File: src/design/kpl_pkg.sv
// ----------------------------------------------------------------------------
// KLD particle limit package
// Shared widths, register indexes, reset values and sideband type.
// ----------------------------------------------------------------------------
package kpl_pkg;

	localparam int DW = 16;
	localparam int CFG_W = 16;
	localparam int DEN_W = DW + 4;
	localparam int Z_FRAC = 12;
	localparam int COUNT_WIDTH_DEF = 16;
	localparam int FRAC_BITS_DEF = 32;

	localparam logic [CFG_W-1:0] RST_MAX_SAMPLES = 16'd5000;
	localparam logic [CFG_W-1:0] RST_MIN_SAMPLES = 16'd1;
	localparam logic [CFG_W-1:0] RST_QUANTILE_Z = 16'd4055;
	localparam logic [CFG_W-1:0] RST_ERROR_BOUND = 16'd655;

	typedef enum logic [1:0] {
		REG_MAX_SAMPLES = 2'd0,
		REG_MIN_SAMPLES = 2'd1,
		REG_QUANTILE_Z = 2'd2,
		REG_ERROR_BOUND = 2'd3
	} reg_idx_t;

	typedef struct packed {
		logic tiny;
		logic [DW-1:0] d;
	} side_t;

endpackage

File: src/design/kpl_recip.sv
// ----------------------------------------------------------------------------
// Reciprocal divider
// Pipelined restoring division t = 2^(F+1) / (9d), one quotient bit a stage.
// ----------------------------------------------------------------------------
module kpl_recip #(
	parameter int FRAC_BITS = kpl_pkg::FRAC_BITS_DEF
) (
	input  logic                       clk,
	input  logic                       arst_n,
	input  logic                       en,
	input  logic                       vld_in,
	input  kpl_pkg::side_t             side_in,
	input  logic [kpl_pkg::DEN_W-1:0]  den_in,
	output logic                       vld_out,
	output kpl_pkg::side_t             side_out,
	output logic [FRAC_BITS-1:0]       t_out
);
	import kpl_pkg::*;

	localparam int STEPS = FRAC_BITS + 2;

	logic                 vld_s   [STEPS];
	side_t                side_s  [STEPS];
	logic [DEN_W-1:0]     den_s   [STEPS];
	logic [DEN_W-1:0]     rem_s   [STEPS];
	logic [FRAC_BITS-1:0] q_s     [STEPS];

	logic [DEN_W-1:0]     den_a   [STEPS];
	logic [DEN_W-1:0]     rem_a   [STEPS];
	logic [FRAC_BITS-1:0] q_a     [STEPS];
	logic [DEN_W:0]       trial   [STEPS];
	logic [DEN_W-1:0]     rem_n   [STEPS];
	logic [FRAC_BITS-1:0] q_n     [STEPS];

	always_comb begin
		den_a[0] = den_in;
		rem_a[0] = '0;
		q_a[0] = '0;
		for (int i = 1; i < STEPS; i++) begin
			den_a[i] = den_s[i-1];
			rem_a[i] = rem_s[i-1];
			q_a[i] = q_s[i-1];
		end
		for (int i = 0; i < STEPS; i++) begin
			trial[i] = {rem_a[i], (i == 0)};
			if (trial[i] >= {1'b0, den_a[i]}) begin
				rem_n[i] = DEN_W'(trial[i] - {1'b0, den_a[i]});
				q_n[i] = {q_a[i][FRAC_BITS-2:0], 1'b1};
			end else begin
				rem_n[i] = trial[i][DEN_W-1:0];
				q_n[i] = {q_a[i][FRAC_BITS-2:0], 1'b0};
			end
		end
	end

	always_ff @(posedge clk or negedge arst_n) begin
		if (!arst_n) begin
			for (int i = 0; i < STEPS; i++) vld_s[i] <= 1'b0;
		end else if (en) begin
			vld_s[0] <= vld_in;
			for (int i = 1; i < STEPS; i++) vld_s[i] <= vld_s[i-1];
		end
	end

	always_ff @(posedge clk) begin
		if (en) begin
			side_s[0] <= side_in;
			for (int i = 1; i < STEPS; i++) side_s[i] <= side_s[i-1];
			for (int i = 0; i < STEPS; i++) begin
				den_s[i] <= den_a[i];
				rem_s[i] <= rem_n[i];
				q_s[i] <= q_n[i];
			end
		end
	end

	assign vld_out = vld_s[STEPS-1];
	assign side_out = side_s[STEPS-1];
	assign t_out = q_s[STEPS-1];

endmodule

File: config.mk
export PLATFORM = sky130hd
export DESIGN_NAME = kpl_recip
export DESIGN_NICKNAME = d
export VERILOG_FILES = /design/src/design/kpl_pkg.sv /design/src/design/kpl_recip.sv
export SDC_FILE = /design/constraint.sdc
export NUM_CORES = 2
export LEC_CHECK = 0
export BUFFER_PORTS_ARGS = -buffer_cell sky130_fd_sc_hd__buf_2
export CAP_MARGIN = 25
export CELL_PAD_IN_SITES_DETAIL_PLACEMENT = 1
export CELL_PAD_IN_SITES_GLOBAL_PLACEMENT = 1
export CORE_MARGIN = 3
export CORE_UTILIZATION = 48
export DETAILED_ROUTE_END_ITERATION = 8
export GPL_TIMING_DRIVEN = 0
export PLACE_DENSITY_LB_ADDON = 0.1
export SLEW_MARGIN = 5
export SYNTH_ARGS = -nofsm -noshare
export SYNTH_HDL_FRONTEND = slang
export SYNTH_SLANG_ARGS = --single-unit
File: constraint.sdc
create_clock -name clk -period 2.95 [get_ports clk]
set_input_delay 0.59 -clock clk [delete_from_list [all_inputs] [get_ports clk]]
set_output_delay 0.59 -clock clk [all_outputs]
set_load 0.05 [all_outputs]
==> flow_summary.ini <==
[floorplan]
fp.dieH_um = 491
ioPinCount = 91
die_area_sq_um = 241000
core-area_sq_um = 233000
rows = 177
die_w_um = 491
start_util_pct = 48.4

[placed_design]
gp_congestion = 0.849
dp_hpwl_um = 171000
port_buffers = 90
post_dp_cell_area_sq_um = 118000
place_worst_setup_slack_ns = -1.77
dp_cells = 11627

[sta]
hold_violations = 0
setup_tns_ns = -36.72
finalSetupViolations = 241
rsz0062_at_grt = yes
slew_headroom_pct = 34.1
max_freq_mhz = 306
maxSlewViolCount = 0
finalCriticalPeriod_ns = 3.27
hold_slack_ns = 0.118
worstMarginPinSlew_ns = 0.963
finalWorstSetupSlack_ns = -0.321
skew_ns = 0.0555
fin_crit_sh_pct = 111

[final_layout]
multi_input_area_sq_um = 41500
final_area_sq_um = 140000
syn2layout_area_growth_pct = 23.7
drive_above_1_share_pct = 24.7
nNetsFinal = 10088
fin_cells = 12694
ff_latch_area_sq_um = 73700
layout_common_cells = 2426 x edfxtp_1, 789 x inv_1, 534 x ha_1
fillers = 22021
final_common_cell = edfxtp_1
fin_util_pct = 59.8

[detailed_routing]
firstDrtPassIters = 5
post_drt_wl_per_cell_um = 20.8
antenna_left = 0
vias = 69168
drt-total-wl_um = 265000
via_per_inst = 5.45
drt_drc_violations_left = 0
drt_iter0_drc = 4073

[logic_synthesis]
synth_edf_count = 2426
netlist_area_sq_um = 113000
synth_largest_area_cell = edfxtp_1
netlist.area_leader.share_pct = 64.6
synth_area_leaders = edfxtp_1 65%, ha_1 7.3%, inv_1 2.8%
yosys.cell_types.count = 87
synthesis.nets = 9121
ys_seq_area_share_pct = 65.3
synth.ff_latch_count = 2460
syn_area_per_cell_sq_um = 13.5
syn_inst = 8388
synthFlopType = edfxtp_1
async_flop_share_pct = 1.38
ys_warn_count = 0

[power]
total_power_mw = 155
vdd_drop_max_mv = 0.679
p_per_area_nw_per_um2 = 1110
p_leak_nw = 55.0

[grt]
grt_pass1_vias = 72515
grt-ovfl-total = 0
track_usage_pct = 20.8
antenna_found_initial = 7
grt_pass1_wl_um = 402000
grt_max_degree = 176

[clock_network]
cts_root_buffer = clkbuf_16
cts_sinks = 2460
cts_made_buffers = 287
htreeDepth = 5
path_clk_slew_ns = 0.06
cts_tree = built
clk_path_buf_depth = 4
clock_latency_ns = 0.92

[outcome]
status = finished, violations left
violations = setup timing

[worst_hold_path]
hold_path_class = in2reg

[job]
maxCapViolCount = 0

[critical_path]
cp-end-kind = flop
cp_data_arrival_time_ns = 3.89
cp.required_ns = 3.57
critPathKind = reg2reg
critPathMaxFanout = 5
worstSetupStartpointType = flop
-- final cells by class --
| type | count | area share [%] |
|---|---|---|
| clock inverters | 153 | 1.16 |
| repair buffers | 703 | 4.82 |
| clock buffers | 340 | 5.39 |
| well taps | 3132 | 2.81 |
| flip-flops and latches | 2460 | 52.8 |
| inverters | 842 | 2.27 |
| plain buffers | 112 | 1.03 |
| diodes | 3 | 0.00538 |
| multi-input cells | 4949 | 29.7 |
-- synth_stat cells (33+ instances only) --
master,instances
nor4_1,41
o21a_1,59
xor2_1,208
dfrtp_1,34
a31oi_1,46
clkbuf_1,83
a21o_1,271
buf_2,39
o21bai_1,54
a21oi_1,525
o21ai_0,515
nand2_1,511
edfxtp_1,2426
and3_1,44
nor2b_1,108
nor3_1,97
nand2b_1,100
xnor2_1,294
a211oi_1,50
ha_1,660
o21ai_1,33
nor2_1,444
and2_1,36
nand3_1,117
inv_1,842
nand4_1,61
mux2_2,223
o31ai_1,46
-- layer usage --
metal | vias up | track usage, % | share of wire, %
met5 | - | 0 | 0
met4 | 0 | 6.53 | 3.1
met3 | 505 | 2.65 | 2.8
met2 | 1025 | 36.7 | 51
met1 | 34765 | 26.8 | 43
li1 | 32873 | - | -
-- registers in the layout, indices dropped and copies added (netlist names) --
register / count
q_s: 528
side_s: 578
vld_out: 1
vld_s: 33
rem_s: 660
den_s: 660
-- cell families after synthesis --
kind of cell / after synthesis / share of synthesized area [%]
fa+ha+maj: 692 / 7.89
compound gates: 1849 / 10.2
simple gates: 1672 / 7.01
mux: 232 / 2.31
xor+xnor: 502 / 3.90
flops: 2460 / 65.3
buf+inv: 981 / 3.37
-- critical path, stage by stage (launching register included) --
cell	delay (ns)
edfxtp_1	0.40
inv_2	0.10
ha_4	0.20
nor2b_4	0.12
o21ai_2	0.16
a21boi_2	0.11
o2111ai_2	0.20
nand4b_1	0.18
a221o_1	0.37
a21o_1	0.19
a21o_1	0.19
a41oi_4	0.17
buf_12	0.17
buf_8	0.14
mux2_4	0.30
-- what timing repair did --
action                                 4_1_cts  5_1_grt
gates cloned                                32       23
hold buffers                                39        0
setup endpoints to repair                 1303      731
setup buffers                              287      247
pin swaps                                  224      396
gates resized for setup                   1036      935
endpoints found under the hold margin       73        0
-- path summary, 6_finish.rpt --
path                            depth (start not counted)           from        endpoint  slack (ns)
worst max-delay path                                   14   den_s[25][1]   rem_s[26][11]       -0.32
worst min-delay path                                    1             en    side_s[0][3]        0.12
worst max register to register                         14   den_s[25][1]   rem_s[26][11]       -0.32
worst min register to register                          0  side_s[9][13]  side_s[10][13]        0.38
max in group asynchronous                               2         arst_n       vld_s[21]        2.11
min in group asynchronous                               2         arst_n       vld_s[31]        0.34
-- power by group --
| part | internal (mW) | switching (mW) | leakage, nW | total, mW |
|---|---|---|---|---|
| clock network | 20.9 | 13.6 | 4.46 | 34.6 |
| registers | 48.3 | 4.57 | 24.1 | 52.8 |
| logic | 32.7 | 35.2 | 26.4 | 67.9 |
| total | 102 | 53.4 | 55.0 | 155 |
No activity file was read; power rests on OpenSTA's default activity.
