**config.mk**
```make
export PLATFORM = sky130hd
export DESIGN_NAME = kpl_sqrt
export DESIGN_NICKNAME = d
export VERILOG_FILES = /design/src/design/kpl_pkg.sv /design/src/design/kpl_sqrt.sv
export SDC_FILE = /design/constraint.sdc
export NUM_CORES = 2
export LEC_CHECK = 0
export BUFFER_PORTS_ARGS = -buffer_cell sky130_fd_sc_hd__buf_4
export CORE_MARGIN = 5
export CORE_UTILIZATION = 35
export DETAILED_ROUTE_END_ITERATION = 10
export GPL_TIMING_DRIVEN = 0
export MAX_ROUTING_LAYER = met4
export PLACE_DENSITY = 0.47
export SLEW_MARGIN = 15
export SYNTH_ARGS = -nofsm -noshare
export SYNTH_HDL_FRONTEND = slang
export SYNTH_SLANG_ARGS = --single-unit
```
**constraint.sdc**
```tcl
create_clock -name clk -period 6.08 [get_ports clk]
set_clock_uncertainty 0.15 [all_clocks]
set_input_delay 0.608 -clock clk [delete_from_list [all_inputs] [get_ports clk]]
set_output_delay 0.608 -clock clk [all_outputs]
set_load 0.01 [all_outputs]
```
**src/design/kpl_pkg.sv**
```systemverilog
// ----------------------------------------------------------------------------
// KLD particle limit package
// Shared widths, register indexes, reset values and sideband type.
// ----------------------------------------------------------------------------
package kpl_pkg;

	localparam int DW = 16;
	localparam int CFG_W = 16;
	localparam int DEN_W = DW + 4;
	localparam int Z_FRAC = 12;
	localparam int COUNT_WIDTH_DEF = 16;
	localparam int FRAC_BITS_DEF = 32;

	localparam logic [CFG_W-1:0] RST_MAX_SAMPLES = 16'd5000;
	localparam logic [CFG_W-1:0] RST_MIN_SAMPLES = 16'd1;
	localparam logic [CFG_W-1:0] RST_QUANTILE_Z = 16'd4055;
	localparam logic [CFG_W-1:0] RST_ERROR_BOUND = 16'd655;

	typedef enum logic [1:0] {
		REG_MAX_SAMPLES = 2'd0,
		REG_MIN_SAMPLES = 2'd1,
		REG_QUANTILE_Z = 2'd2,
		REG_ERROR_BOUND = 2'd3
	} reg_idx_t;

	typedef struct packed {
		logic tiny;
		logic [DW-1:0] d;
	} side_t;

endpackage

```
**src/design/kpl_sqrt.sv**
```systemverilog
// ----------------------------------------------------------------------------
// Square root
// Pipelined digit-by-digit root s = floor(sqrt(t * 2^F)), one bit a stage.
// ----------------------------------------------------------------------------
module kpl_sqrt #(
	parameter int FRAC_BITS = kpl_pkg::FRAC_BITS_DEF
) (
	input  logic                 clk,
	input  logic                 arst_n,
	input  logic                 en,
	input  logic                 vld_in,
	input  kpl_pkg::side_t       side_in,
	input  logic [FRAC_BITS-1:0] t_in,
	output logic                 vld_out,
	output kpl_pkg::side_t       side_out,
	output logic [FRAC_BITS-1:0] t_out,
	output logic [FRAC_BITS-1:0] s_out
);
	import kpl_pkg::*;

	localparam int STEPS = FRAC_BITS;
	localparam int RW = FRAC_BITS + 2;

	logic                   vld_s  [STEPS];
	side_t                  side_s [STEPS];
	logic [FRAC_BITS-1:0]   t_s    [STEPS];
	logic [FRAC_BITS-1:0]   root_s [STEPS];
	logic [RW-1:0]          rem_s  [STEPS];

	logic [FRAC_BITS-1:0]   t_a    [STEPS];
	logic [FRAC_BITS-1:0]   root_a [STEPS];
	logic [RW-1:0]          rem_a  [STEPS];
	logic [2*FRAC_BITS-1:0] rad    [STEPS];
	logic [RW-1:0]          cand   [STEPS];
	logic [RW-1:0]          trial  [STEPS];
	logic [RW-1:0]          rem_n  [STEPS];
	logic [FRAC_BITS-1:0]   root_n [STEPS];

	always_comb begin
		t_a[0] = t_in;
		root_a[0] = '0;
		rem_a[0] = '0;
		for (int i = 1; i < STEPS; i++) begin
			t_a[i] = t_s[i-1];
			root_a[i] = root_s[i-1];
			rem_a[i] = rem_s[i-1];
		end
		for (int i = 0; i < STEPS; i++) begin
			rad[i] = {t_a[i], {FRAC_BITS{1'b0}}};
			cand[i] = {rem_a[i][FRAC_BITS-1:0], rad[i][2*(STEPS-1-i)+1 -: 2]};
			trial[i] = {root_a[i], 2'b01};
			if (cand[i] >= trial[i]) begin
				rem_n[i] = cand[i] - trial[i];
				root_n[i] = {root_a[i][FRAC_BITS-2:0], 1'b1};
			end else begin
				rem_n[i] = cand[i];
				root_n[i] = {root_a[i][FRAC_BITS-2:0], 1'b0};
			end
		end
	end

	always_ff @(posedge clk or negedge arst_n) begin
		if (!arst_n) begin
			for (int i = 0; i < STEPS; i++) vld_s[i] <= 1'b0;
		end else if (en) begin
			vld_s[0] <= vld_in;
			for (int i = 1; i < STEPS; i++) vld_s[i] <= vld_s[i-1];
		end
	end

	always_ff @(posedge clk) begin
		if (en) begin
			side_s[0] <= side_in;
			for (int i = 1; i < STEPS; i++) side_s[i] <= side_s[i-1];
			for (int i = 0; i < STEPS; i++) begin
				t_s[i] <= t_a[i];
				root_s[i] <= root_n[i];
				rem_s[i] <= rem_n[i];
			end
		end
	end

	assign vld_out = vld_s[STEPS-1];
	assign side_out = side_s[STEPS-1];
	assign t_out = t_s[STEPS-1];
	assign s_out = root_s[STEPS-1];

endmodule

```
==> results.txt <==
----------------------------------------------------
[Clock network]
  Buffers from clock root to sink, at most ... 4
  Clock tree from TritonCTS ... built
  Clock tree sinks ... 3058
  Post-CTS clock slew at the launch and capture registers of the worst setup and hold paths ... 0.06 ns
  Gates resized, CTS repair ... 0
  Clock buffers created by TritonCTS ... 343
  H-tree Lvls ... 5
  Clock latency of the later-clocked register in the worst-skew pair ... 0.89 ns
  Clock root cell ... clkbuf_16
  Count of buffers added by post-CTS timing repair for setup ... 0

[Power]
  Switching power ... 0.0148 W
  Leakage power of the design ... 54.7 nW
  Proportion of power drawn by flip-flops and latches ... 0.485
  Internal cell power ... 0.0418 W
  Total power per unit cell area ... 380 nW/um^2
  Part of the total power dissipated in combinational logic ... 0.160
  Worst ir drop on vdd ... 0.245 mV
  Proportion of total power due to net switching ... 0.261
  Portion of total power attributed to the clock network ... 0.355
  Power Total ... 0.0566 W

[Synthesis]
  Area contributors post-synth ... edfxtp_1 70%, ha_1 5.1%, xor2_1 2.4%
  Most area-hungry cell type in the Yosys netlist ... edfxtp_1
  Share of synthesized registers carrying an async set or reset ... 0.0105
  Distinct cells, synth ... 94
  Synthesized area divided by synthesized cell count ... 14.4 sq um
  Portion of synthesized cell area occupied by the leading cell type ... 0.702
  Number of synthesized flops with an enable pin ... 3026
  Yosys warnings ... 0
  Sequential element share of the synthesized area ... 0.708
  Post-synthesis instance area ... 130000 sq um
  Most used flip-flop cell after synthesis ... edfxtp_1
  Post-synthesis net count ... 9574
  Post-Synthesis Cells ... 8976
  Synthesis-stage register bit count ... 3058

[Timing]
  Post-layout min period ... 5.29 ns
  Share of the clock period used by the worst path ... 0.870
  Final hold slack ... 0.229 ns
  Final setup fails ... 0
  Unrepaired setup endpoints after global routing ... false
  Final number of max-transition violations ... 0
  Least-Margin Pin Slew ... 1.05 ns
  Sum of negative setup slack ... 0 ns
  Highest clock rate ... 189 MHz
  Slew HR ... 0.294
  Number of hold violations in the final report ... 0

[Final layout]
  Post-layout net count ... 10100
  Fillers ... 33900
  Area growth from synthesis to layout ... 14.9%
  Fraction of final layout cells with drive strength greater than 1 ... 0.0852
  Design area ... 149000 sq um

[Global route]
  GRT Residual Overflow ... 0
  Initial antenna violation count ... 7
  Number of global-route vias before repair ... 72600
  First-pass GRT wire length ... 395 mm
  Maximum number of pins on one net before global-route repair ... 169
  Global routing usage summed across all routing layers ... 0.131

[Setup path]
  Library cell contributing the largest single delay on the critical path ... dlygate4sd3_1
  Crit Reg-Reg Endpoint ... rem_s[1][343]
  Worst path arrival time ... 5.90 ns
  Internal reg-to-reg setup slack ... 0.89 ns
  Kind of end point of the critical path ... flop
  Required @ worst endpoint ... 6.69 ns
  Delay contributed by the slowest stage of the critical path ... 0.61 ns
  Most frequent CP cell ... buf_16
  Critical path startpoint category ... primary input
  Startpoint of the worst-slack reg-to-reg timing path ... rem_s[1][307]
  Depth of the worst register-to-register path ... 14
  Max FO, Critical Path ... 160
  Type of the worst setup path ... primary input to flop
  Worst path cell trace ... dlygate4sd3_1 > buf_16 > buf_16 > buf_16 > buf_16 > buf_16 > buf_16 > clkbuf_1 > buf_1 > mux2_2

[Worst hold path]
  Worst hold path stage count ... 0
  Beginning of the worst hold path ... t_s[1][320]
  Capture endpoint of the worst hold path ... t_s[1][352]
  Hold Crit Class ... flop to flop

[Floorplanning]
  CORE AREA ... 369000 sq um
  I/O pins ... 135
  Width of the die ... 618 microns
  Area of the die ... 382000 sq um
  Overall die height ... 618 microns
  Starting density of the core ... 0.351
  Placement Rows ... 223

[Routing]
  Routed WL ... 248 mm
  Routed len/inst ... 16.8 microns
  DRC violation count after routing ... 0
  Number of vias after detailed routing ... 70100
  Vias per std cell ... 4.75
  Count of antenna-violating nets left after detailed routing ... 0
  Drt pass-1 iters ... 6
  Starting DRC count in detailed routing ... 4290

[Run]
  Max-capacitance violation count ... 0

[Outcome]
  Result of the run ... complete, no violations

[Place]
  GP Congestion ... 0.918
  Cell Area, Placed ... 137000 sq um
  Post-detail-place hpwl ... 172 mm
  I/O Buffers ... 134

----------------------------------------------------
metrics by stage:
step / std cells / utilization / setup slack, ns
after floorplan: 8976 / - / 2.38
after global placement: 14100 / 0.371 / -24.81
after detailed placement: 14100 / 0.372 / 0.504
after CTS: 14700 / 0.404 / 0.665
after global routing: 14700 / 0.404 / 0.464
final: 14800 / 0.404 / 0.787
layer usage:
| layer | GRT usage | share of wire |
|---|---|---|
| met1 | 0.154 | 0.42 |
| met4 | 0.0575 | 0.045 |
| met3 | 0.0204 | 0.040 |
| met5 | - | 0 |
| met2 | 0.223 | 0.49 |
critical path, delay by kind of cell:
| family | cells | cell delay [ns] |
|---|---|---|
| muxes | 1 | 0.39 |
| buffers and inverters | 9 | 3.94 |
synth_stat cells (all sizes together) (10+ instances only):
| master | count |
|---|---|
| edfxtp | 3026 |
| inv | 674 |
| nand2 | 623 |
| ha | 530 |
| nor2 | 526 |
| o21ai | 473 |
| a21oi | 454 |
| xor2 | 362 |
| xnor2 | 359 |
| a21o | 205 |
| nor3 | 203 |
| clkbuf | 116 |
| nand3 | 107 |
| mux2 | 104 |
| nand2b | 102 |
| nor4 | 90 |
| o21a | 89 |
| or3 | 89 |
| nor2b | 72 |
| nand4 | 64 |
| o31ai | 59 |
| a211oi | 48 |
| or4 | 48 |
| and3 | 41 |
| o21bai | 40 |
| a31oi | 36 |
| or2 | 35 |
| nand3b | 34 |
| dfrtp | 32 |
| and2 | 31 |
| buf | 29 |
| o211ai | 21 |
| a21boi | 20 |
| nand4b | 17 |
| o41ai | 17 |
| a2111oi | 16 |
| fa | 15 |
| a211o | 14 |
| nor3b | 12 |
| o31a | 12 |
| a31o | 10 |
worst max-delay path by stage:
| stage | from | to | slack [ns] | depth (start not counted) |
|---|---|---|---|---|
| after floorplan | rem_s[1][35] | rem_s[1][76] | 2.38 | 15 |
| after global placement | en | vld_s[4] | -24.81 | 4 |
| after detailed placement | en | vld_s[3] | 0.50 | 9 |
| after CTS | rem_s[1][239] | rem_s[1][294] | 0.67 | 15 |
| after global routing | rem_s[1][341] | rem_s[1][405] | 0.46 | 16 |
| final | en | vld_s[22] | 0.79 | 10 |
cell type report:
cell class | instances | area (sq um) | area share
Clock buffer | 402 | 8910 | 0.0599
Antenna cell | 2 | 5.00 | 0.0000336
Timing Repair Buffer | 212 | 2180 | 0.0147
Tap cell | 4950 | 6190 | 0.0416
Multi-Input combinational cell | 5096 | 34700 | 0.233
Buffer | 145 | 636 | 0.00427
Sequential cell | 3058 | 91700 | 0.616
Inverter | 677 | 2540 | 0.0171
Clock inverter | 208 | 2010 | 0.0135
logic make-up after synthesis:
family,Yosys count,share of synthesized area
other cells,1,0.0000290
compound gates,1597,0.0766
mux,108,0.00935
buf+inv,822,0.0245
xor+xnor,721,0.0488
fa+ha+maj,545,0.0535
simple gates,2124,0.0795
flops,3058,0.708
power groups by stage:
stage,clock (W),sequential (W),combinational [W]
floorplan,0,0.0273,0.00648
global placement,0,0.0290,0.00886
detailed placement,0,0.0279,0.00907
CTS,0.0210,0.0275,0.00915
global route,0.0218,0.0277,0.0102
finish,0.0201,0.0274,0.00907
state kept, by name (all words and copies together) (netlist names):
register  flops
root_s      512
vld_s        31
vld_out       1
t_s        1024
side_s      544
rem_s       946
placed cells by master, fill, tap and decap left out, drive strengths merged, types with 15 or more instances in the layout:
master,count
bufinv,32
nand2b,102
and3,41
a2111oi,16
dfrtp,32
and2,31
nand3b,34
o211ai,21
or4,48
a31oi,36
nand2,623
clkinv,151
xor2,362
a21o,205
or3,89
or2,35
nor4,90
a211oi,48
clkbuf,518
xnor2,359
o41ai,17
o31ai,59
a21boi,20
nand4b,17
inv,688
edfxtp,3026
buf,188
a21oi,454
o21ai,473
dlygate4sd3,53
mux2,104
nand4,64
nor2,526
o21a,89
o21bai,40
nand3,107
ha,530
fa,15
nor2b,72
nor3,203
what timing repair did:
action / in CTS / in global routing
hold endpoints to repair: 114 / 0
endpoints found under the setup margin: 0 / 0
hold buffers: 54 / 0
Power figures use the tool's default switching activity.
