`src/design/kpl_pkg.sv`:
```
// ----------------------------------------------------------------------------
// KLD particle limit package
// Shared widths, register indexes, reset values and sideband type.
// ----------------------------------------------------------------------------
package kpl_pkg;

	localparam int DW = 16;
	localparam int CFG_W = 16;
	localparam int DEN_W = DW + 4;
	localparam int Z_FRAC = 12;
	localparam int COUNT_WIDTH_DEF = 16;
	localparam int FRAC_BITS_DEF = 32;

	localparam logic [CFG_W-1:0] RST_MAX_SAMPLES = 16'd5000;
	localparam logic [CFG_W-1:0] RST_MIN_SAMPLES = 16'd1;
	localparam logic [CFG_W-1:0] RST_QUANTILE_Z = 16'd4055;
	localparam logic [CFG_W-1:0] RST_ERROR_BOUND = 16'd655;

	typedef enum logic [1:0] {
		REG_MAX_SAMPLES = 2'd0,
		REG_MIN_SAMPLES = 2'd1,
		REG_QUANTILE_Z = 2'd2,
		REG_ERROR_BOUND = 2'd3
	} reg_idx_t;

	typedef struct packed {
		logic tiny;
		logic [DW-1:0] d;
	} side_t;

endpackage

```
`src/design/kpl_quot.sv`:
```
// ----------------------------------------------------------------------------
// Ceiling quotient and clamp
// Divides d * x^3 by 2 * epsilon with a ceiling and clamps to the limits; a tiny count gives the upper limit.
// ----------------------------------------------------------------------------
module kpl_quot #(
	parameter int FRAC_BITS = kpl_pkg::FRAC_BITS_DEF
) (
	input  logic                       clk,
	input  logic                       arst_n,
	input  logic                       en,
	input  logic                       vld_in,
	input  kpl_pkg::side_t             side_in,
	input  logic [FRAC_BITS+27:0]      num_in,
	input  logic [kpl_pkg::CFG_W-1:0]  error_bound,
	input  logic [kpl_pkg::CFG_W-1:0]  lo_limit,
	input  logic [kpl_pkg::CFG_W-1:0]  hi_limit,
	output logic                       vld_out,
	output logic [kpl_pkg::CFG_W-1:0]  result
);
	import kpl_pkg::*;

	localparam int NW = FRAC_BITS + 28;
	localparam int SH = FRAC_BITS - 15;
	localparam int NHW = NW - SH;
	localparam int QW = CFG_W;
	localparam int STEPS = QW;

	logic             vld_s1, tiny_s1, low_s1, big_s1;
	logic [NHW-1:0]   nh_s1;

	logic             vld_s   [STEPS];
	logic             tiny_s  [STEPS];
	logic             low_s   [STEPS];
	logic             big_s   [STEPS];
	logic [QW-1:0]    nhl_s   [STEPS];
	logic [QW-1:0]    rem_s   [STEPS];
	logic [QW-1:0]    q_s     [STEPS];

	logic [QW-1:0]    nhl_a   [STEPS];
	logic [QW-1:0]    rem_a   [STEPS];
	logic [QW-1:0]    q_a     [STEPS];
	logic [QW:0]      trial   [STEPS];
	logic [QW-1:0]    rem_n   [STEPS];
	logic [QW-1:0]    q_n     [STEPS];

	logic             vld_q;
	logic [QW-1:0]    res_q;

	logic [NHW-1:0]   nh_in;
	logic [QW:0]      n_ceil;
	logic [QW:0]      n_low;
	logic [QW-1:0]    n_res;

	always_comb begin
		nh_in = num_in[NW-1:SH];
		nhl_a[0] = nh_s1[QW-1:0];
		rem_a[0] = QW'(nh_s1[NHW-1:QW]);
		q_a[0] = '0;
		for (int i = 1; i < STEPS; i++) begin
			nhl_a[i] = nhl_s[i-1];
			rem_a[i] = rem_s[i-1];
			q_a[i] = q_s[i-1];
		end
		for (int i = 0; i < STEPS; i++) begin
			trial[i] = {rem_a[i], nhl_a[i][QW-1-i]};
			if (trial[i] >= {1'b0, error_bound}) begin
				rem_n[i] = QW'(trial[i] - {1'b0, error_bound});
				q_n[i] = {q_a[i][QW-2:0], 1'b1};
			end else begin
				rem_n[i] = trial[i][QW-1:0];
				q_n[i] = {q_a[i][QW-2:0], 1'b0};
			end
		end

		n_ceil = {1'b0, q_s[STEPS-1]}
			+ (QW + 1)'((rem_s[STEPS-1] != '0) || low_s[STEPS-1]);
		n_low = (n_ceil < {1'b0, lo_limit}) ? {1'b0, lo_limit} : n_ceil;
		if (tiny_s[STEPS-1] || big_s[STEPS-1]) begin
			n_res = hi_limit;
		end else if (n_low > {1'b0, hi_limit}) begin
			n_res = hi_limit;
		end else begin
			n_res = n_low[QW-1:0];
		end
	end

	always_ff @(posedge clk or negedge arst_n) begin
		if (!arst_n) begin
			vld_s1 <= 1'b0;
			for (int i = 0; i < STEPS; i++) vld_s[i] <= 1'b0;
			vld_q <= 1'b0;
		end else if (en) begin
			vld_s1 <= vld_in;
			vld_s[0] <= vld_s1;
			for (int i = 1; i < STEPS; i++) vld_s[i] <= vld_s[i-1];
			vld_q <= vld_s[STEPS-1];
		end
	end

	always_ff @(posedge clk) begin
		if (en) begin
			tiny_s1 <= side_in.tiny;
			nh_s1 <= nh_in;
			low_s1 <= |num_in[SH-1:0];
			big_s1 <= nh_in[NHW-1:QW] >= (NHW - QW)'(error_bound);
			tiny_s[0] <= tiny_s1;
			low_s[0] <= low_s1;
			big_s[0] <= big_s1;
			for (int i = 1; i < STEPS; i++) begin
				tiny_s[i] <= tiny_s[i-1];
				low_s[i] <= low_s[i-1];
				big_s[i] <= big_s[i-1];
			end
			for (int i = 0; i < STEPS; i++) begin
				nhl_s[i] <= nhl_a[i];
				rem_s[i] <= rem_n[i];
				q_s[i] <= q_n[i];
			end
			res_q <= n_res;
		end
	end

	assign vld_out = vld_q;
	assign result = res_q;

endmodule

```
`config.mk`:
```
export PLATFORM = sky130hd
export DESIGN_NAME = kpl_quot
export DESIGN_NICKNAME = d
export VERILOG_FILES = /design/src/design/kpl_pkg.sv /design/src/design/kpl_quot.sv
export SDC_FILE = /design/constraint.sdc
export NUM_CORES = 1
export LEC_CHECK = 0
export ABC_CLOCK_PERIOD_IN_PS = 7300
export BUFFER_PORTS_ARGS = -buffer_cell sky130_fd_sc_hd__buf_2
export CAP_MARGIN = 15
export CORE_ASPECT_RATIO = 0.6
export CORE_MARGIN = 2
export CORE_UTILIZATION = 60
export CTS_CLUSTER_DIAMETER = 30
export DETAILED_ROUTE_END_ITERATION = 8
export GPL_TIMING_DRIVEN = 0
export MAX_ROUTING_LAYER = met4
export PLACE_DENSITY = 0.9
export SLEW_MARGIN = 0
export SYNTH_ARGS = -nofsm -noshare
export SYNTH_HDL_FRONTEND = slang
export SYNTH_SLANG_ARGS = --single-unit
```
`constraint.sdc`:
```
create_clock -name clk -period 7.3 [get_ports clk]
set_input_delay 1.095 -clock clk [delete_from_list [all_inputs] [get_ports clk]]
set_output_delay 1.095 -clock clk [all_outputs]
set_load 0.005 [all_outputs]
```
==> impl_metrics.env, run 1 <==
export IMPL_outcome="complete, no violations"
export IMPL_hold_violations=0
export IMPL_clk_pin_slew_ns=0.06
export IMPL_root_buffer="clkbuf_16"
export IMPL_path_buf_inv=3
export IMPL_rsz0062_at_grt="no"
export IMPL_avgSynthCellArea_um2=11.98
export IMPL_synthDistinctLibCells=78
export IMPL_cts_sinks=629
export IMPL_synth_top_family_by_area="compound AO/OA/AOI/OAI gates"
export IMPL_combPwrFrac_pct=40.7
export IMPL_yosys_area_share_simple_pct=9.939
export IMPL_cts_hold_buf=0
export IMPL_synth_edf_count=611
export IMPL_numCtsBuffers=92
export IMPL_antenna_left=0
export IMPL_portBuffers=129
export IMPL_rows=68
export IMPL_drv_slew=0
export IMPL_vias=25730
export IMPL_clk_path_buf_depth=3
export IMPL_finalCritPeriodShare_pct=92.32
export IMPL_drt_vias_per_instance=6.387
export IMPL_p_clk_share_pct=26.3
export IMPL_worstMarginPinSlew_ns=1.290
export IMPL_dp_hpwl_mm=56.37
export IMPL_synthesis_nets=3389
export IMPL_ioPinCount=146
export IMPL_first_iter_violations=3254
export IMPL_synthArstFlopShare_pct=2.862
export IMPL_drt_wl_total_mm=85.44
export IMPL_setup_violations_final=0
export IMPL_met1_usage_pct=40.72
export IMPL_ys_seq_area_share_pct=53.39
export IMPL_htree_num_levels=3
export IMPL_start_util_pct=60.95
export IMPL_worst_r2r_setup_slack_ns=0.56
export IMPL_core_area_um2=57770
export IMPL_hold_path_class="input pin to async pin"
export IMPL_power_density_nw_per_um2=440.9
export IMPL_ys_ff_latch=629
export IMPL_slowest_delay_ns=0.46
export IMPL_busiest_layer="met2"
export IMPL_post_route_min_period_ns=6.739
export IMPL_internal_power_mw=11.30
export IMPL_wl_per_cell_um=21.21
export IMPL_die_area_um2=60700
export IMPL_power_leakage_nw=15.94
export IMPL_grt_util_met3_pct=6.543
export IMPL_critPathKind="register to register"
export IMPL_final_setup_worst_slack_ns=0.5610
export IMPL_yosysMostFrequentCell="edfxtp_1"
export IMPL_clk_latency_ns=0.66
export IMPL_synthXorXnorAreaFrac_pct=4.353
export IMPL_place_congestion=0.9460
export IMPL_antenna_found_initial=2
export IMPL_fin_nets=3629
export IMPL_yosys_area_share_adder_pct=11.78
export IMPL_synth_mux_area_share_pct=4.129
export IMPL_grt_pass1_vias=24300
export IMPL_cts_tree="done"
export IMPL_sw_frac_of_total_pct=36.81
export IMPL_yosysWarnings=0
export IMPL_ys_top_cells_by_area="edfxtp_1, ha_1, mux2_2"
export IMPL_crit_fanout=10
export IMPL_crit_slowest_cell="or4_1"
export IMPL_synthTopCellsByCount="edfxtp_1, ha_1, a21oi_1, nor2_1, o21ai_0"
export IMPL_slew_headroom_pct=13.92
export IMPL_synth_compound_area_share_pct=14.49
export IMPL_cpMostUsedCell="ha_1"
export IMPL_synth_top_area_share_pct=52.11
export IMPL_syn_to_final_growth_pct=15.20
export IMPL_gr_usage_met2_pct=41.17
export IMPL_critPathLaunch="rem_s[1][113]$_DFFE_PP_"
export IMPL_synthCells=2938
export IMPL_cp_top_family="simple AND/OR/NAND/NOR gates"
export IMPL_drv_cap=0
export IMPL_yosysTopAreaCell="edfxtp_1"
export IMPL_startpoint_type="register"
export IMPL_drive_above_1_share_pct=15.17
export IMPL_end_kind="register"
export IMPL_ys_flop_type="edfxtp_1"
export IMPL_seqPwrFrac_pct=32.9
export IMPL_p_sw_mw=6.583
export IMPL_regToRegStartpoint="rem_s[1][113]$_DFFE_PP_"
export IMPL_grt_max_degree=138
export IMPL_grt_overflow=0
export IMPL_grt_pass1_wl_mm=132.1
export IMPL_cp_arrival_ns=7.12
export IMPL_route_detailed_drc=0
export IMPL_grt_usage_pct=28.86
export IMPL_fin_worst_skew_ns=0.04219
export IMPL_die_h_um=191.6
export IMPL_fp_dieW_um=316.7
export IMPL_pre_cts_ws_ns=0.4704
export IMPL_fmax_mhz=148.4
export IMPL_worstPathRequired_ns=7.68
export IMPL_final_fill_count=3721
export IMPL_fin_util_pct=70.22
export IMPL_first_pass_iters=6
export IMPL_peakVddDrop_mv=0.2898
export IMPL_syn_area_um2=35210
-- final timing paths --
check	end	cells past startpoint
min	vld_out$_DFFE_PN0P_	1
max in group asynchronous	vld_s1$_DFFE_PN0P_	1
min in group clk	q_s[0][113]$_DFFE_PP_	0
max	result[6]$_DFFE_PP_	27
min reg2reg	q_s[0][113]$_DFFE_PP_	0
max reg2reg	result[6]$_DFFE_PP_	27
-- metrics by stage --
| stage | area (um2) | hold slack [ns] | cells | TNS, ns | total power, mW |
|---|---|---|---|---|---|
| after global placement | 36820 | 0.4005 | 3837 | -2356.98 | 12.49 |
| final | 40560 | 0.3634 | 4028 | 0 | 17.89 |
| after CTS | 40500 | 0.3537 | 4025 | 0 | 17.67 |
| after floorplan | 35210 | 0.4003 | 2938 | 0 | 10.98 |
| after global routing | 40560 | 0.3896 | 4028 | 0 | 18.76 |
| after detailed placement | 37170 | 0.4045 | 3852 | 0 | 12.77 |
-- metal layers --
metal / vias up / share of wire, %
li1: 11760 / -
met1: 12280 / 43
met2: 1442 / 43
met3: 245 / 11
met4: 0 / 3.4
met5: - / 0
-- area by class of cell --
class | count | area [um2] | share of cell area (%)
Antenna cell | 1 | 2.502 | 0.006169
Buffer | 41 | 212.7 | 0.5244
Clock buffer | 95 | 2335 | 5.756
Clock inverter | 78 | 991.0 | 2.443
Inverter | 123 | 461.7 | 1.138
Multi-Input combinational cell | 2145 | 15750 | 38.82
Sequential cell | 629 | 18800 | 46.34
Tap cell | 770 | 963.4 | 2.375
Timing Repair Buffer | 146 | 1054 | 2.597
-- power by group through the flow --
stage	Combinational, mW	Clock (mW)	Sequential, mW
global route	7.90	4.91	5.95
global placement	6.55	0	5.94
CTS	7.05	4.76	5.86
finish	7.29	4.71	5.89
detailed placement	6.86	0	5.91
floorplan	5.32	0	5.65
-- registers in the layout (all words and copies together) (netlist names) --
register / cells
low_s1: 1
rem_s: 256
vld_s1: 1
low_s: 16
tiny_s: 16
nhl_s: 120
result: 16
vld_s: 16
nh_s1: 32
tiny_s1: 1
vld_out: 1
big_s1: 1
big_s: 16
q_s: 136
-- layout by cell type (no fill, tap or decap), types with 18 or more instances in the layout --
master,instances
buf_2,144
nand3_1,43
a21oi_1,259
clkbuf_1,20
a31oi_1,44
nand2b_1,38
nor2b_1,51
nor4_1,37
xor2_1,67
nand2_1,161
o21ai_0,194
o31a_1,23
inv_1,122
nor3_1,18
dfrtp_1,18
and3_1,20
a211oi_1,20
xnor2_1,108
nand4_1,35
mux2_2,117
o21a_1,53
ha_1,306
edfxtp_1,611
inv_6,22
a21o_1,89
nor2_1,234
clkbuf_16,93
-- kinds of logic after synthesis --
| kind of cell | Yosys count |
|---|---|
| compound gates | 804 |
| xor+xnor | 175 |
| fa+ha+maj | 322 |
| buf+inv | 164 |
| flops | 629 |
| mux | 130 |
| simple gates | 714 |
-- what timing repair did --
action / CTS / global route
setup endpoints to repair: 0 / 9
endpoints found under the hold margin: 0 / 0
buffers inserted: 0 / 0
resized for setup: 0 / 1
Power figures use the tool's default switching activity.
==> run 2, diff against run 1 <==
--- a/config.mk
+++ b/config.mk
@@ -10,12 +10,12 @@
 export CAP_MARGIN = 15
 export CORE_ASPECT_RATIO = 0.6
 export CORE_MARGIN = 2
-export CORE_UTILIZATION = 60
+export CORE_UTILIZATION = 55
 export CTS_CLUSTER_DIAMETER = 30
 export DETAILED_ROUTE_END_ITERATION = 8
 export GPL_TIMING_DRIVEN = 0
 export MAX_ROUTING_LAYER = met4
-export PLACE_DENSITY = 0.9
+export PLACE_DENSITY = 0.84
 export SLEW_MARGIN = 0
 export SYNTH_ARGS = -nofsm -noshare
 export SYNTH_HDL_FRONTEND = slang
==> run 2 against run 1 <==
Utilization fell by 5.9 points. Count of clock-buffer cells in the layout increased by 11. First-iteration DRC count is 4.4% lower. Clock skew is 0.0063 ns lower. Combinational power shrank 0.8%. Critical path depth is the same. Worst setup slack worse by 0.086 ns. Global-route usage down 2.8 points. Fmax is 1.3% lower. Via count fell by 2.1%. Highest routed layer unchanged.
==> impl_metrics.env, run 2 (same netlist as run 1, synthesis figures left out) <==
export IMPL_outcome="complete, no violations"
export IMPL_htree_num_levels=3
export IMPL_path_buf_inv=3
export IMPL_ioPinCount=146
export IMPL_fin_util_pct=64.32
export IMPL_p_sw_mw=6.519
export IMPL_drv_cap=0
export IMPL_clk_latency_ns=0.66
export IMPL_rows=71
export IMPL_crit_fanout=10
export IMPL_drt_wl_total_mm=84.32
export IMPL_worstMarginPinSlew_ns=1.249
export IMPL_placed_cells=3918
export IMPL_antenna_found_initial=0
export IMPL_drv_slew=0
export IMPL_drive_above_1_share_pct=15.08
export IMPL_place_congestion=0.9269
export IMPL_vias=25170
export IMPL_cts_tree="done"
export IMPL_post_route_min_period_ns=6.825
export IMPL_worstPathRequired_ns=7.69
export IMPL_final_setup_worst_slack_ns=0.4752
export IMPL_regMostFlops="rem_s"
export IMPL_fin_nets=3629
export IMPL_hold_path_class="input pin to async pin"
export IMPL_final_cell_mix="edfxtp_1, ha_1, a21oi_1, nor2_1, o21ai_0"
export IMPL_grt_pass1_wl_mm=129.2
export IMPL_dp_hpwl_mm=57.57
export IMPL_start_util_pct=55.90
export IMPL_internal_power_mw=11.12
export IMPL_clk_pin_slew_ns=0.06
export IMPL_end_kind="register"
export IMPL_drt_vias_per_instance=6.146
export IMPL_power_leakage_nw=15.86
export IMPL_multi_input_area_um2=15750
export IMPL_portBuffers=129
export IMPL_largest_registers="rem_s x256, q_s x136, nhl_s x120"
export IMPL_busiest_layer="met1"
export IMPL_first_pass_iters=8
export IMPL_n_antenna_cell=0
export IMPL_rsz0062_at_grt="no"
export IMPL_route_detailed_drc=0
export IMPL_gr_usage_met2_pct=34.24
export IMPL_first_iter_violations=3112
export IMPL_regArea_um2=18800
export IMPL_sw_frac_of_total_pct=36.96
export IMPL_grt_max_degree=136
export IMPL_power_density_nw_per_um2=435.4
export IMPL_finalSetupTns_ns=0
export IMPL_post_cts_buffers=0
export IMPL_final_common_cell="edfxtp_1"
export IMPL_core_area_um2=62980
export IMPL_pre_cts_ws_ns=0.3177
export IMPL_fmax_mhz=146.5
export IMPL_cts_sinks=629
export IMPL_combPwrFrac_pct=41.0
export IMPL_met1_usage_pct=37.71
export IMPL_cp_arrival_ns=7.22
export IMPL_worst_r2r_setup_slack_ns=0.48
export IMPL_numCtsBuffers=95
export IMPL_seqPwrFrac_pct=33.5
export IMPL_slew_headroom_pct=16.67
export IMPL_fin_worst_skew_ns=0.03585
export IMPL_grt_overflow=0
export IMPL_die_h_um=200.0
export IMPL_grt_usage_pct=26.07
export IMPL_cpMostUsedCell="ha_1"
export IMPL_root_buffer="clkbuf_16"
export IMPL_antenna_left=0
export IMPL_fp_dieW_um=330.7
export IMPL_reg2reg_depth=27
export IMPL_syn_to_final_growth_pct=15.05
export IMPL_cp_top_family="compound AO/OA/AOI/OAI gates"
export IMPL_critPathKind="register to register"
export IMPL_grt_util_met3_pct=8.706
export IMPL_die_area_um2=66130
export IMPL_grt_pass1_vias=23410
export IMPL_slowest_delay_ns=0.48
export IMPL_final_fill_count=4584
export IMPL_setup_violations_final=0
export IMPL_peakVddDrop_mv=0.2652
export IMPL_wl_per_cell_um=20.59
export IMPL_crit_slowest_cell="or4_1"
export IMPL_p_clk_share_pct=25.5
export IMPL_r2r_end="result[9]$_DFFE_PP_"
export IMPL_fin_cells=4096
export IMPL_power_mw=17.64
export IMPL_clk_path_buf_depth=3
export IMPL_hold_violations=0
export IMPL_finalCritPeriodShare_pct=93.49
export IMPL_startpoint_type="register"
export IMPL_regToRegStartpoint="rem_s[1][113]$_DFFE_PP_"
export IMPL_largest_reg_flops=256
run 2: power by group through the flow:
stage               Sequential (mW)  Clock (mW)  Combinational (mW)
CTS                            5.87        4.58                7.02
floorplan                      5.65           0                5.32
global route                   5.98        4.75                7.88
finish                         5.91        4.50                7.23
detailed placement             5.92           0                6.91
global placement               5.96           0                6.67
run 2: layout make-up:
type | instances | area share, %
plain buffers | 41 | 0.5251
clock buffers | 106 | 6.023
clock inverters | 70 | 1.909
inverters | 123 | 1.140
multi-input cells | 2145 | 38.89
flip-flops and latches | 629 | 46.40
well taps | 839 | 2.591
repair buffers | 143 | 2.520
run 2: worst max-delay path by stage:
| stage | startpoint | end | cells after the start |
|---|---|---|---|
| CTS | rem_s[1][113]$_DFFE_PP_ | result[9]$_DFFE_PP_ | 27 |
| floorplan | rem_s[1][120]$_DFFE_PP_ | result[10]$_DFFE_PP_ | 27 |
| global placement | en | vld_s[15]$_DFFE_PN0P_ | 4 |
| global route | rem_s[1][113]$_DFFE_PP_ | result[9]$_DFFE_PP_ | 28 |
| finish | rem_s[1][113]$_DFFE_PP_ | result[9]$_DFFE_PP_ | 27 |
| detailed placement | rem_s[1][113]$_DFFE_PP_ | result[9]$_DFFE_PP_ | 27 |
run 2: through the flow:
stage | hold WS, ns | instance area [um2]
6_report | 0.3679 | 40510
2_1_floorplan | 0.4003 | 35210
4_1_cts | 0.3410 | 40440
3_3_place_gp | 0.4011 | 36910
5_1_grt | 0.3716 | 40510
3_5_place_dp | 0.4045 | 37230
run 2: worst register-to-register path, delay by kind of cell, from the launching register on:
kind | cells | cell delay (ns)
AO/OA/AOI/OAI | 9 | 1.94
XOR/XNOR | 1 | 0.16
adder cells (fa/ha/maj) | 4 | 1.13
buffers and inverters | 3 | 0.62
flip-flops | 1 | 0.39
multiplexers | 2 | 0.69
AND/OR/NAND/NOR | 8 | 1.64
run 2: layer usage:
metal	part of all wire (%)	vias up	wire, um
met4	2.6	0	2205
met1	45	11960	37750
met3	13	170	10650
li1	-	11770	-
met2	40	1281	33720
met5	0	-	0
run 2: what timing repair did:
| action | in CTS | in global routing |
|---|---|---|
| setup endpoints to repair | 0 | 10 |
| hold buffers | 0 | 0 |
| resized for setup | 0 | 2 |
